--- config.mk ---
export PLATFORM = sky130hd
export DESIGN_NAME = usb_packet_bit_decoder
export DESIGN_NICKNAME = d
export VERILOG_FILES = /design/src/hw/rtl/usbpd_pkg.sv /design/src/hw/rtl/usb_packet_bit_decoder.sv
export SDC_FILE = /design/constraint.sdc
export NUM_CORES = 1
export LEC_CHECK = 0
export BUFFER_PORTS_ARGS = -buffer_cell sky130_fd_sc_hd__buf_2
export CORE_ASPECT_RATIO = 1.2
export CORE_MARGIN = 2
export CORE_UTILIZATION = 56
export DETAILED_ROUTE_END_ITERATION = 8
export PLACE_DENSITY = 0.76
export SLEW_MARGIN = 0
export SYNTH_ARGS = -nofsm -noshare
export SYNTH_HDL_FRONTEND = slang
export SYNTH_SLANG_ARGS = --single-unit
--- constraint.sdc ---
create_clock -name clk -period 3 [get_ports clk]
set_input_delay 0.3 -clock clk [delete_from_list [all_inputs] [get_ports clk]]
set_output_delay 0.3 -clock clk [all_outputs]
set_load 0.005 [all_outputs]
--- src/hw/rtl/usbpd_pkg.sv ---
package usbpd_pkg;

  // Packet limits and counter width
  localparam int unsigned MAX_PACKET_BYTES = 2047;
  localparam int unsigned CNT_W = $clog2(MAX_PACKET_BYTES + 1);

  // Configuration register indexes
  localparam logic CFG_FULL_SPEED = 1'b0;
  localparam logic CFG_IDLE_LEVEL = 1'b1;

  // Result kinds
  localparam logic KIND_BYTE   = 1'b0;
  localparam logic KIND_STATUS = 1'b1;

  // Error flag bit positions
  localparam int unsigned ERR_STUFF   = 0;
  localparam int unsigned ERR_PARTIAL = 1;
  localparam int unsigned ERR_SIZE    = 2;
  localparam int unsigned ERR_SYNC    = 3;
  localparam int unsigned ERR_PID     = 4;
  localparam int unsigned ERR_CRC     = 5;

  // Sync patterns
  localparam logic [7:0] SYNC_FULL = 8'h80;
  localparam logic [7:0] SYNC_LOW  = 8'h81;

  // PID codes (low nibble)
  localparam logic [3:0] PID_OUT        = 4'h1;
  localparam logic [3:0] PID_IN         = 4'h9;
  localparam logic [3:0] PID_SOF        = 4'h5;
  localparam logic [3:0] PID_CTRL_SETUP = 4'hd;
  localparam logic [3:0] PID_HS_PING    = 4'h4;
  localparam logic [3:0] PID_HUB_SPLIT  = 4'h8;
  localparam logic [3:0] PID_DAT0       = 4'h3;
  localparam logic [3:0] PID_DAT1       = 4'hb;
  localparam logic [3:0] PID_DAT2       = 4'h7;
  localparam logic [3:0] PID_DATM       = 4'hf;
  localparam logic [3:0] PID_RSVD       = 4'h0;

  // CRC seeds and good residuals
  localparam logic [7:0]  CRC5_INIT   = 8'hff;
  localparam logic [7:0]  CRC5_GOOD   = 8'h09;
  localparam logic [15:0] CRC16_INIT  = 16'hffff;
  localparam logic [15:0] CRC16_GOOD  = 16'hb001;
  localparam logic [15:0] CRC16_POLY  = 16'ha001;

  // Stuffed bit follows this many ones
  localparam logic [2:0] STUFF_RUN = 3'd6;

  localparam logic [7:0] CRC5_BASIS [8] = '{
    8'h0e, 8'h1c, 8'h11, 8'h0b, 8'h16, 8'h05, 8'h0a, 8'h14
  };

  typedef struct packed {
    logic line_level;
    logic end_of_packet;
  } bit_item_t;

  typedef struct packed {
    logic             item_kind;
    logic [7:0]       data_byte;
    logic [5:0]       error_flags;
    logic [CNT_W-1:0] packet_bytes;
    logic [3:0]       packet_pid;
    logic             last_of_run;
  } result_item_t;

  // Token CRC5 over one byte, as a sum of basis rows
  function automatic logic [7:0] crc5_byte(input logic [7:0] crc, input logic [7:0] b);
    logic [7:0] x;
    logic [7:0] r;
    x = crc ^ b;
    r = '0;
    for (int i = 0; i < 8; i++) begin
      if (x[i]) r = r ^ CRC5_BASIS[i];
    end
    return r;
  endfunction

  // Data CRC16 over one byte, reflected form
  function automatic logic [15:0] crc16_byte(input logic [15:0] crc, input logic [7:0] b);
    logic [15:0] c;
    c = crc ^ {8'h00, b};
    for (int i = 0; i < 8; i++) begin
      c = c[0] ? ((c >> 1) ^ CRC16_POLY) : (c >> 1);
    end
    return c;
  endfunction

endpackage

--- src/hw/rtl/usb_packet_bit_decoder.sv ---
// A result enters the result queue in the cycle after the bit that causes it is accepted.
// Throughput: one line bit per cycle; a bit may cause a byte and a status together, which a
//   four-entry result queue absorbs, so bit_ready drops only when the queue holds three or more.
// Reset (rst, synchronous): full_speed and idle_level return to 1, all packet state clears and
//   the result queue empties.
module usb_packet_bit_decoder import usbpd_pkg::*; (
  input  logic         clk,
  input  logic         rst,
  input  logic         cfg_write,
  input  logic         cfg_index,
  input  logic         cfg_data,
  input  logic         bit_valid,
  output logic         bit_ready,
  input  bit_item_t    bit_data,
  output logic         res_valid,
  input  logic         res_ready,
  output result_item_t res_data
);

  // Configuration and packet state
  logic             full_speed;
  logic             idle_level;
  logic             previous_level;
  logic [2:0]       ones_run;
  logic [2:0]       bit_position;
  logic [7:0]       byte_accumulator;
  logic [CNT_W-1:0] byte_counter;
  logic [7:0]       sync_value;
  logic [7:0]       pid_value;
  logic [7:0]       crc5_running;
  logic [15:0]      crc16_running;
  logic [5:0]       error_accum;

  // Result queue
  result_item_t fifo [4];
  logic [1:0]   head;
  logic [1:0]   tail;
  logic [2:0]   fifo_count;

  logic             take;
  logic             pop;
  logic             dbit;
  logic             stuffed;
  logic [7:0]       acc_new;
  logic             byte_done;
  logic [2:0]       bitpos_next;
  logic [2:0]       ones_next;
  logic [CNT_W-1:0] cnt_next;
  logic [7:0]       sync_next;
  logic [7:0]       pid_next;
  logic [7:0]       crc5_next;
  logic [15:0]      crc16_next;
  logic [5:0]       err_next;
  logic [5:0]       st_err;
  logic [3:0]       st_pid;
  logic             token_pid;
  logic             data_pid;
  result_item_t     byte_item;
  result_item_t     status_item;
  logic [1:0]       push_n;

  assign take      = bit_valid && bit_ready;
  assign pop       = res_valid && res_ready;
  assign bit_ready = (fifo_count <= 3'd2);
  assign res_valid = (fifo_count != 3'd0);
  assign res_data  = fifo[head];

  // Decode NRZI, drop stuffed bits and assemble bytes
  always_comb begin
    dbit        = (bit_data.line_level == previous_level);
    stuffed     = (ones_run >= STUFF_RUN);
    acc_new     = byte_accumulator | (8'(dbit) << bit_position);
    byte_done   = !stuffed && (bit_position == 3'd7);
    bitpos_next = stuffed ? bit_position : bit_position + 3'd1;
    ones_next   = stuffed ? 3'd0 : (dbit ? ones_run + 3'd1 : 3'd0);
    err_next    = error_accum;
    if (stuffed && dbit) err_next[ERR_STUFF] = 1'b1;
    cnt_next   = byte_counter;
    sync_next  = sync_value;
    pid_next   = pid_value;
    crc5_next  = crc5_running;
    crc16_next = crc16_running;
    if (byte_done) begin
      if (byte_counter == CNT_W'(0)) begin
        sync_next = acc_new;
      end else if (byte_counter == CNT_W'(1)) begin
        pid_next = acc_new;
      end else begin
        crc5_next  = crc5_byte(crc5_running, acc_new);
        crc16_next = crc16_byte(crc16_running, acc_new);
      end
      if (byte_counter < CNT_W'(MAX_PACKET_BYTES)) cnt_next = byte_counter + CNT_W'(1);
    end
  end

  // Check the finished packet
  always_comb begin
    st_err    = err_next;
    st_pid    = '0;
    token_pid = (pid_next[3:0] == PID_OUT) || (pid_next[3:0] == PID_IN) ||
                (pid_next[3:0] == PID_SOF) || (pid_next[3:0] == PID_CTRL_SETUP) ||
                (pid_next[3:0] == PID_HS_PING) || (pid_next[3:0] == PID_HUB_SPLIT);
    data_pid  = (pid_next[3:0] == PID_DAT0) || (pid_next[3:0] == PID_DAT1) ||
                (pid_next[3:0] == PID_DAT2) || (pid_next[3:0] == PID_DATM);
    if (bitpos_next != 3'd0) st_err[ERR_PARTIAL] = 1'b1;
    if (cnt_next == CNT_W'(0)) begin
      st_err[ERR_SIZE] = 1'b1;
    end else begin
      if (sync_next != (full_speed ? SYNC_FULL : SYNC_LOW)) st_err[ERR_SYNC] = 1'b1;
      if (cnt_next == CNT_W'(1)) begin
        st_err[ERR_SIZE] = 1'b1;
      end else begin
        st_pid = pid_next[3:0];
        if ((pid_next[3:0] != ~pid_next[7:4]) || (pid_next[3:0] == PID_RSVD)) begin
          st_err[ERR_PID] = 1'b1;
        end
        if (token_pid) begin
          if ((pid_next[3:0] == PID_HUB_SPLIT) ? (cnt_next != CNT_W'(5))
                                               : (cnt_next != CNT_W'(4))) begin
            st_err[ERR_SIZE] = 1'b1;
          end else if (crc5_next != CRC5_GOOD) begin
            st_err[ERR_CRC] = 1'b1;
          end
        end else if (data_pid) begin
          if (cnt_next < CNT_W'(4)) begin
            st_err[ERR_SIZE] = 1'b1;
          end else if (crc16_next != CRC16_GOOD) begin
            st_err[ERR_CRC] = 1'b1;
          end
        end
      end
    end
  end

  // Build result transactions
  always_comb begin
    byte_item              = '0;
    byte_item.item_kind    = KIND_BYTE;
    byte_item.data_byte    = acc_new;
    byte_item.last_of_run  = !bit_data.end_of_packet;
    status_item              = '0;
    status_item.item_kind    = KIND_STATUS;
    status_item.error_flags  = st_err;
    status_item.packet_bytes = cnt_next;
    status_item.packet_pid   = st_pid;
    status_item.last_of_run  = 1'b1;
    push_n = '0;
    if (take) push_n = 2'(byte_done) + 2'(bit_data.end_of_packet);
  end

  // Write queue entries
  always_ff @(posedge clk) begin
    if (take && byte_done) begin
      fifo[tail] <= byte_item;
      if (bit_data.end_of_packet) fifo[tail + 2'd1] <= status_item;
    end else if (take && bit_data.end_of_packet) begin
      fifo[tail] <= status_item;
    end
  end

  // Advance queue pointers
  always_ff @(posedge clk) begin
    if (rst) begin
      head       <= '0;
      tail       <= '0;
      fifo_count <= '0;
    end else begin
      tail       <= tail + push_n;
      if (pop) head <= head + 2'd1;
      fifo_count <= fifo_count + 3'(push_n) - 3'(pop);
    end
  end

  // Hold configuration and packet state
  always_ff @(posedge clk) begin
    if (rst) begin
      full_speed       <= 1'b1;
      idle_level       <= 1'b1;
      previous_level   <= 1'b1;
      ones_run         <= '0;
      bit_position     <= '0;
      byte_accumulator <= '0;
      byte_counter     <= '0;
      sync_value       <= '0;
      pid_value        <= '0;
      crc5_running     <= CRC5_INIT;
      crc16_running    <= CRC16_INIT;
      error_accum      <= '0;
    end else begin
      if (cfg_write) begin
        unique case (cfg_index)
          CFG_FULL_SPEED: full_speed <= cfg_data;
          CFG_IDLE_LEVEL: begin
            idle_level     <= cfg_data;
            previous_level <= cfg_data;
          end
          default: ;
        endcase
      end
      if (take) begin
        if (bit_data.end_of_packet) begin
          previous_level   <= idle_level;
          ones_run         <= '0;
          bit_position     <= '0;
          byte_accumulator <= '0;
          byte_counter     <= '0;
          sync_value       <= '0;
          pid_value        <= '0;
          crc5_running     <= CRC5_INIT;
          crc16_running    <= CRC16_INIT;
          error_accum      <= '0;
        end else begin
          previous_level   <= bit_data.line_level;
          ones_run         <= ones_next;
          bit_position     <= bitpos_next;
          byte_accumulator <= byte_done ? 8'h00 : (stuffed ? byte_accumulator : acc_new);
          byte_counter     <= cnt_next;
          sync_value       <= sync_next;
          pid_value        <= pid_next;
          crc5_running     <= crc5_next;
          crc16_running    <= crc16_next;
          error_accum      <= err_next;
        end
      end
    end
  end

  // Queue never overflows its four entries
  a_fifo_bound: assert property (@(posedge clk) disable iff (rst) fifo_count <= 3'd4)
    else $error("result queue overflow");

  // Ones run never passes the stuffing point
  a_run_bound: assert property (@(posedge clk) disable iff (rst) ones_run <= STUFF_RUN)
    else $error("ones run beyond stuffing point");

  // End of packet clears the byte assembly
  a_eop_clear: assert property (@(posedge clk) disable iff (rst)
    take && bit_data.end_of_packet |=> (bit_position == 3'd0) && (byte_counter == CNT_W'(0)))
    else $error("packet state not cleared after end of packet");

  // End of packet always queues a status entry
  a_eop_status: assert property (@(posedge clk) disable iff (rst)
    take && bit_data.end_of_packet |=> fifo_count >= $past(fifo_count))
    else $error("status transaction not queued");

endmodule

---- Word level (Yosys, flattened, before mapping) ----
Memory sizes are Yosys's and may differ from the RTL's. A register that Yosys moved wholly into a read port is not among the register bits.
Index checks and enable logic that the tools add are counted.
word-level totals
  RAM bits ................................ 124
  register bits ........................... 76
  memories kept ........................... 1
  logic and storage cells ................. 202
memories
  name  depth  width  rd ports  clocked after memory_dff  write ports  line                          text
  fifo  4      31     1         1                         2            usb_packet_bit_decoder.sv:35  result_item_t fifo [4];
cells by class
  eq/ne operators ......................... 21
  shifts and indexed selects .............. 1
  add/subtract/negate cells ............... 9
  order comparisons ....................... 4
  reduce and logical (&&, ||, !) cells .... 28
  bitwise logic cells ..................... 21
  muxes and demuxes ....................... 102
operator list
  operator                 number
  $mux W8                  35
  $mux W16                 12
  $mux W11                 3
  $mux W1                  31
  $mux W31                 1
  $not A2 Y3               8
  $eq A11 B1 Y1 const B    2
  $logic_not A11 Y1        2
  $ne A11 B3 Y1 const B    2
  $mux W3                  7
  $eq A4 B4 Y1 const B     5
  $mux W4                  5
  $mux W5                  4
  $ne A16 B16 Y1 const B   1
  $xor A16 B8 Y16          1
  $eq A4 B3 Y1 const B     3
  $add A11 B1 Y11 const B  1
  $lt A11 B11 Y1 const B   1
  $lt A11 B3 Y1 const B    1
  $logic_or A1 B1 Y1       9
  $not A3 Y3               3
  $mux W2                  4
  $ne A8 B4 Y1 const B     1
  $ne A8 B8 Y1             1
  27 further kinds         43

---- Logic depth before layout (Yosys ltp) ----
Gate-level depths: netlist (run 1).
  depth after elaboration ................. 50
  gate-level depth with buffers ........... 17
  mapped depth without buffers ............ 14

---- Worst setup path after synthesis (run 1) ----
Ideal clock, no wire load.
  path type ............................... register -> register
  start ................................... register bit_position[0]
  end ..................................... register fifo_count[2]
  setup slack ............................. -0.111 ns
  required time ........................... 2.872 ns
  stages on the path, launching flop included .. 18
  arrival ................................. 2.984 ns
  period minus slack after synthesis ...... 3.111 ns
  library setup time ...................... 0.128 ns
  path through ............................ dfxtp_1 > ha_1 > ha_1 > a21bo_2 > buf_2 > inv_1 > buf_2 > buf_1 > ha_1 > nand2_1 > ha_1 > inv_1 > ha_1 > inv_1 > fa_1 > xnor2_1 > xnor2_1 > nor2_1
between the ends
  cells in the longest elaborated chain, start to end .. 6
RTL lines
  element                 line                           text
  from (decl)             usb_packet_bit_decoder.sv:25   logic [2:0] bit_position;
  from (signal assigned)  usb_packet_bit_decoder.sv:215  bit_position <= bitpos_next;
  $eq A3 B3 Y1            usb_packet_bit_decoder.sv:73   byte_done = !stuffed && (bit_position == 3'd7);
  $logic_and A1 B1 Y1     usb_packet_bit_decoder.sv:73
  $add A1 B1 Y2           usb_packet_bit_decoder.sv:148  if (take) push_n = 2'(byte_done) + 2'(bit_data.end_of_packet);
  $mux W2                 usb_packet_bit_decoder.sv:148
  $add A3 B2 Y3           usb_packet_bit_decoder.sv:170  fifo_count <= fifo_count + 3'(push_n) - 3'(pop);
  $sub A3 B1 Y3           usb_packet_bit_decoder.sv:170
  to (signal assigned)    usb_packet_bit_decoder.sv:170
  to (decl)               usb_packet_bit_decoder.sv:38   logic [2:0] fifo_count;
No other way between the ends.
A chain may end at the register's enable or synchronous reset.

==> summary.md, run 1 <==
| Metric | Value |
|---|---|
| Placer Congestion | `0.8296` |
| Synth cell types | `75` |
| CP peak stage delay | `370 ps` |
| Die ar. | `roughly 19,000 um2` |
| Critical Path AT | `between 3000 and 4000 ps` |
| Max-slew violation count | `0` |
| Relative slew margins | `0.1696` |
| Congestion Overflow GR | `0` |
| Crit. End Element | `flip-flop` |
| Drt total wl | `25,140 um` |
| Outcome | `complete, no violations` |
| Worst r2r src | `bit_position[0]` |
| Hold Slack | `26.24 ps` |
| Critical Path Start Type | `flip-flop` |
| Sequential share of power | `0.436` |
| Area grow syn2layout | `21.51%` |
| Core ar. | `around 17,000 um2` |
| Min Tclk post-route | `a little under 3000 ps` |
| Peak supply drop | `0.0004612 V` |
| Mapped Avg Cell Area | `9.992 um2` |
| Num CTS Buffers | `21` |
| Io pins | `42` |
| Post-route cell area | `12,000 um2` |
| Worst hold path cell count | `2` |
| CP max FO | `6` |
| Hpwl dp | `between 15,000 and 20,000 um` |
| Crit path top cell by count | `ha_4` |
| Pwr/cell area | `604.7 nW/um2` |
| ANT nets after route | `0` |
| Synthesized Nets | `1,009` |
| Starting Density | `0.5682` |
| Initial antenna violation count | `0` |
| NetSw | `1968 uW` |
| R2r setup slk | `70 ps` |
| Sw frac | `0.2713` |
| Dpl cell area | `10,840 um2` |
| RSZ-0062 raised after global routing | `yes` |
| Share of Yosys cell area claimed by the top area cell type | `0.2555` |
| Final Cycle Share | `0.9779` |
| Int Power | `5285 uW` |
| Final setup violation count | `0` |
| R2R Path End | `fifo[3][21]` |
| H-tree depth | `1` |
| Inserted Diodes | `0` |
| Leakage | `0.004489 uW` |
| Vias in the first global route | `7,651` |
| CP Class | `flip-flop to flip-flop` |
| Largest net degree at the start of global routing | `53` |
| Port bufs | `41` |
| Least-Margin Pin Slew | `1233 ps` |
| Nets | `1,119` |
| CP max-delay cell | `dfxtp_4` |
| Worst min-delay path class | `input port to flip-flop` |
| Power share of the clock group | `0.356` |
| Max-cap violation count | `0` |
| First drt pass iteration count | `7` |
| Max Freq | `340.9 MHz` |
| Post-CTS Hold Fix Bufs | `0` |
| Synth area leaders | `edfxtp_1 26%, dfxtp_1 24%, mux4_2 7.1%` |
| Final hold violation count | `0` |
| Overall power | `7254 uW` |
| Clk_lat worst skew | `~500 ps` |
| Path depth of the worst reg2reg path | `13` |
| Rows | `53` |
| First-pass GRT wire length | `39,290 um` |
| Logic pwr share | `0.208` |
| Clock-pin slew on the worst setup and hold paths | `70 ps` |
| Crit path required time | `3350 ps` |
| Most common flop cell mapped by yosys | `dfxtp_1` |
| Setup TNS | `0 ps` |
| Vias | `8,106` |
| Number of synthesized flops with an enable pin | `84` |
| Post-synth top area cell | `edfxtp_1` |
| Die Wd | `125.2 um` |
| Post-Route Utilization | `0.6904` |
| Delay-heaviest family, CP | `simple AND/OR/NAND/NOR gates` |
| DR vias/cell | `about 6.1` |
| Initial DRC count | `around 650` |
| Tot GR Track Use | `0.2589` |
| Sequential area share after synthesis | `0.4948` |
| Crit path cell chain | `ha_4 > ha_4 > a21bo_4 > inv_6 > buf_8 > and4_4 > and4bb_2 > o2111ai_4 > nor3_4 > o2bb2ai_2 > o211ai_1 > a41o_1 > nor2_1` |
| Hold wc startpoint | `cfg_data` |
| End of the worst hold path | `full_speed` |
| DRC viols | `0` |
| Synth Register Bits | `approximately 200` |
| Synthesized area | `approximately 9900 um2` |
| Clock Tree Root | `clkbuf_16` |
| Synth Instances | `988` |
| CTS tree | `yes` |
| Layout Skew | `10.96 ps` |
| Clock buffer depth | `3` |
| Die H | `around 150 um` |
| Ys Warns | `0` |
| Share of cells above drive strength 1 | `0.2511` |
| Wire per inst | `about 19 um` |
| Ys async rst share | `0` |
| WP buf/inv | `2` |
| CTS Sinks | `202` |
[worst reg2reg max path, stage by stage (launching register included)]
cell       delay (ps)
dfxtp_4           370
ha_4              140
ha_4              120
a21bo_4           240
inv_6              80
buf_8             110
and4_4            260
and4bb_2          290
o2111ai_4         160
nor3_4            310
o2bb2ai_2         160
o211ai_1          140
a41o_1            270
nor2_1            130
[logic make-up after synthesis]
logic type / Yosys count / synth area share
adders and majority gates: 12 / 0.01597
buffers and inverters: 76 / 0.03067
AOI/OAI and AO/OA: 200 / 0.1416
muxes: 49 / 0.08999
xor gates and xnor gates: 42 / 0.04461
DFF: 202 / 0.4948
and+or+nand+nor: 407 / 0.1824
[how the worst max path moves through the flow]
stage          cells after the start            end       startpoint
4_1_cts                           15  fifo_count[2]  bit_position[1]
3_5_place_dp                      13    fifo[3][21]  bit_position[1]
6_report                          13    fifo[3][21]  bit_position[0]
3_3_place_gp                      13    fifo[1][21]  bit_position[1]
5_1_grt                           11    fifo[0][21]  bit_position[1]
2_1_floorplan                     17  fifo_count[2]  bit_position[0]
[registers in the layout (all words and copies together), names as in the netlist, named ones only]
| signal | flops |
|---|---|
| fifo | 124 |
| crc16_running | 16 |
| byte_counter | 11 |
| byte_accumulator | 8 |
| crc5_running | 8 |
| pid_value | 8 |
| sync_value | 8 |
| bit_position | 3 |
| fifo_count | 3 |
| ones_run | 3 |
| head | 2 |
| tail | 2 |
| error_accum | 1 |
| full_speed | 1 |
| idle_level | 1 |
| previous_level | 1 |
[power groups by stage]
stage | registers, uW | logic (uW) | clock network (uW)
after floorplan | 3150 | 1020 | 0
after global placement | 3210 | 1440 | 0
final | 3160 | 1510 | 2580
after CTS | 3160 | 1460 | 2600
after global routing | 3180 | 1660 | 2720
after detailed placement | 3220 | 1460 | 0
[per-layer routing]
metal	vias up	global-route usage	wire length, um
met1	3961	0.3386	10410
met2	289	0.4514	12580
li1	3803	-	-
met5	-	0	0
met3	53	0.03361	1448
met4	0	0.08167	693
[cell usage after synthesis (4+ instances only)]
cell      count
nor2_1      170
o211ai_1     15
clkbuf_1     46
a211o_1       7
and4_1        7
a32o_1        4
inv_1        14
or3_1         5
and2_1       10
mux2i_1      13
nor2b_1       9
a31oi_1       6
a22oi_1      30
o211a_1       6
nor3_1       20
xor2_1       14
o21ai_0      52
nand3_1      21
dfxtp_1     118
ha_1         11
xnor2_1      21
buf_1         6
nand4_1       8
buf_2         8
a211oi_1      9
edfxtp_1     84
nand2_1     126
and3_1        7
nand2b_1      4
a31o_2        5
mux4_2       31
a21oi_1      24
[layout by cell type (no fill, tap or decap), types with 4 or more instances in the layout]
cell type,n
a31o_2,5
nand3_1,21
a22oi_1,30
buf_4,96
a211oi_2,5
o211ai_1,15
a211o_1,7
nand4_1,8
a211oi_1,5
inv_1,13
mux4_2,31
dfxtp_2,5
or3_1,5
and2_1,10
o211a_1,6
and3_1,6
and4_1,5
buf_2,41
nor3_1,18
nor2b_1,9
a21oi_1,22
buf_6,5
xor2_1,12
xor2_2,4
edfxtp_1,84
xnor2_1,21
o21ai_0,52
dfxtp_1,111
a31oi_1,5
mux2i_1,9
buf_12,4
nand2b_1,4
nand2_1,125
clkbuf_16,22
ha_1,8
nor2_1,170
clkbuf_1,4
[stage by stage]
step | setup slack (ps) | cells
3_5_place_dp | -97.78 | 1279
5_1_grt | -55.18 | 1331
4_1_cts | -1.147 | 1315
3_3_place_gp | -79.05 | 1279
2_1_floorplan | 7.219 | 988
6_report | 66.35 | 1331
[what timing repair did]
| item | CTS | global route |
|---|---|---|
| endpoints found under the setup margin | 12 | 26 |
| resized for setup | 11 | 61 |
| pin swaps | 1 | 28 |
| cloned | 0 | 1 |
| buffers inserted | 0 | 16 |
[layout make-up]
| cell class | instances | area (um2) |
|---|---|---|
| clock buffer | 28 | 575.6 |
| clock inverter | 8 | 98.84 |
| fill | 1228 | 5379 |
| inverter | 14 | 57.56 |
| multi-input combinational | 710 | 4972 |
| sequential | 202 | 4898 |
| tap | 220 | 275.3 |
| timing repair buffer | 149 | 1117 |
(Power assumes the default switching activity.)
==> inputs of run 2 (changes only) <==
--- a/config.mk
+++ b/config.mk
@@ -5,6 +5,7 @@
 export SDC_FILE = /design/constraint.sdc
 export NUM_CORES = 1
 export LEC_CHECK = 0
+export ABC_AREA = 1
 export BUFFER_PORTS_ARGS = -buffer_cell sky130_fd_sc_hd__buf_2
 export CORE_ASPECT_RATIO = 1.2
 export CORE_MARGIN = 2
==> summary.md, run 2 <==
| Metric | Value |
|---|---|
| First-pass GRT wire length | `41,100 um` |
| Inserted Diodes | `0` |
| Delay-heaviest family, CP | `simple AND/OR/NAND/NOR gates` |
| Die H | `about 150 um` |
| Max-cap violation count | `0` |
| Biggest regs | `fifo (124), crc16_running (16), byte_counter (11)` |
| Synth Instances | `roughly 1,300` |
| Most common cell after layout, fill and taps aside | `nand2_1` |
| DRC viols | `0` |
| Max FFs per register | `124` |
| Largest net degree at the start of global routing | `67` |
| Tot GR Track Use | `0.2668` |
| Path depth of the worst reg2reg path | `17` |
| Largest register by flop count | `fifo` |
| Congestion Overflow GR | `0` |
| Die ar. | `around 19,000 um2` |
| CP peak stage delay | `310 ps` |
| Clock buffer depth | `3` |
| Pwr/cell area | `667.4 nW/um2` |
| Area grow syn2layout | `14.48%` |
| Synthesized Nets | `about 1,300` |
| Ys Warns | `0` |
| Dpl cell area | `roughly 11,000 um2` |
| Nets | `1,380` |
| Core ar. | `17,570 um2` |
| Max-slew violation count | `0` |
| Synth area leaders | `edfxtp_1 25%, dfxtp_1 24%, nand2_1 11%` |
| Num CTS Buffers | `22` |
| R2r setup slk | `140 ps` |
| Ys async rst share | `0` |
| Final setup violation count | `0` |
| CTS Sinks | `roughly 200` |
| Final Cycle Share | `0.9517` |
| Critical Path AT | `3080 ps` |
| R2R Path End | `fifo[3][21]` |
| Peak supply drop | `between 0.0005 and 0.0006 V` |
| RSZ-0062 raised after global routing | `yes` |
| Worst r2r src | `bit_position[0]` |
| Number of synthesized flops with an enable pin | `84` |
| Clock Tree Root | `clkbuf_16` |
| H-tree depth | `1` |
| Hpwl dp | `16,950 um` |
| Relative slew margins | `0.4800` |
| Clock-pin slew on the worst setup and hold paths | `60 ps` |
| Least-Margin Pin Slew | `774.1 ps` |
| Share of cells above drive strength 1 | `0.1404` |
| Hold wc startpoint | `cfg_data` |
| Hold Slack | `71.70 ps` |
| Most frequent cells in the layout | `292 x nand2_1, 181 x nor2_1, 140 x o21ai_0` |
| Max Freq | `350.2 MHz` |
| Vias in the first global route | `8,270` |
| Starting Density | `0.5717` |
| Drt total wl | `25,810 um` |
| Synth Register Bits | `202` |
| Worst hold path cell count | `3` |
| Initial DRC count | `782` |
| CP max-delay cell | `dfxtp_1` |
| End of the worst hold path | `full_speed` |
| Synth cell types | `47` |
| Min Tclk post-route | `2855 ps` |
| Crit path required time | `3220 ps` |
| Mapped Avg Cell Area | `slightly below 8 um2` |
| Most frequent cell after synthesis | `nand2_1` |
| Post-synth top area cell | `edfxtp_1` |
| Top cells by count, synth | `300 x nand2_1, 183 x nor2_1, 145 x o21ai_0` |
| Final hold violation count | `0` |
| Layout Skew | `roughly 17 ps` |
| Vias | `8,891` |
| ANT nets after route | `0` |
| Rows | `53` |
| WP buf/inv | `2` |
| Wire per inst | `between 15 and 20 um` |
| Sequential area share after synthesis | `0.4862` |
| Placer Congestion | `0.9473` |
| Post-route cell area | `11,500 um2` |
| Most common flop cell mapped by yosys | `dfxtp_1` |
| CP Class | `flip-flop to flip-flop` |
| Io pins | `42` |
| Initial antenna violation count | `0` |
| Die Wd | `126.3 um` |
| Critical Path Start Type | `flip-flop` |
| CTS tree | `yes` |
| Worst min-delay path class | `input port to flip-flop` |
| First drt pass iteration count | `5` |
| Clk_lat worst skew | `around 500 ps` |
| Synthesized area | `10,050 um2` |
| Crit path cell chain | `ha_1 > ha_1 > nand2_4 > inv_8 > nand2_1 > nor2_4 > buf_4 > o21ai_1 > nand4_2 > nand2_2 > nand4_1 > nor2_1 > nand3_1 > nor2_2 > nor2_2 > nand2_2 > nor2_1` |
| CP max FO | `8` |
| Share of Yosys cell area claimed by the top area cell type | `0.2511` |
| Crit. End Element | `flip-flop` |
| Leakage | `0.004686 uW` |
| DR vias/cell | `5.574` |
| Port bufs | `41` |
| Outcome | `complete, no violations` |
run 2: cells by family (layout without fill, tap and decap cells):
logic type | Yosys count | after routing | share of synthesized area
DFF | 202 | 202 | 0.4862
AOI/OAI and AO/OA | 268 | 268 | 0.1429
buffers and inverters | 187 | 264 | 0.07274
xor gates and xnor gates | 34 | 34 | 0.03338
muxes | 1 | 1 | 0.0009964
and+or+nand+nor | 594 | 594 | 0.2481
adders and majority gates | 12 | 12 | 0.01569
run 2: metal layers:
layer	routed length, um	GRT usage
met1	10710	0.3371
met2	12760	0.4739
met5	0	0
met4	838	0.09725
met3	1500	0.02985
run 2: through the flow:
| step | setup TNS, ps | cells | setup WS (ps) | utilization | total power [uW] |
|---|---|---|---|---|---|
| global placement | 0 | 1542 | 60.74 | 0.6021 | 4974 |
| CTS | 0 | 1584 | 36.37 | 0.6441 | 7684 |
| global route | -29.30 | 1595 | -16.83 | 0.6545 | 8076 |
| finish | 0 | 1595 | 144.8 | 0.6545 | 7676 |
| detailed placement | 0 | 1542 | 20.03 | 0.6021 | 5011 |
| floorplan | 0 | 1298 | 387.8 | - | 4443 |
run 2: how the worst max path moves through the flow:
stage | from | end | depth (start not counted)
finish | bit_position[0] | fifo[3][21] | 17
global route | byte_counter[1] | fifo[3][21] | 19
CTS | bit_position[0] | fifo[3][21] | 17
detailed placement | bit_position[2] | fifo[3][21] | 16
global placement | bit_position[2] | fifo[3][21] | 16
floorplan | fifo_count[0] | fifo_count[2] | 14
run 2: what timing repair did:
action | 4_1_cts | 5_1_grt
cloned | 0 | 2
buffers inserted | 2 | 9
hold buffers | 0 | 0
endpoints found under the setup margin | 4 | 32
resized for setup | 0 | 36
pin swaps | 1 | 7
run 2: area by class of cell:
type | count | area, um2
fill | 1440 | 6072
clock inverter | 12 | 107.6
timing repair inverter | 1 | 7.507
multi-input combinational | 909 | 4519
timing repair buffer | 89 | 569.3
tap | 220 | 275.3
clock buffer | 28 | 614.3
sequential | 202 | 4892
inverter | 134 | 515.5
run 2: worst reg2reg max path: cells and delay by family (launching register included):
kind | cells | cell delay [ps]
AOI/OAI and AO/OA | 1 | 220
DFF | 1 | 310
adders and majority gates | 2 | 400
and+or+nand+nor | 12 | 1420
buffers and inverters | 2 | 220
run 2: where the power goes:
| group | internal [uW] | total [uW] | switching (uW) | leakage (uW) |
|---|---|---|---|---|
| Clock | 1620 | 2690 | 1070 | 0.000358 |
| Combinational | 637 | 1790 | 1150 | 0.00263 |
| Sequential | 3070 | 3200 | 126 | 0.00170 |
| Total | 5330 | 7680 | 2350 | 0.00469 |
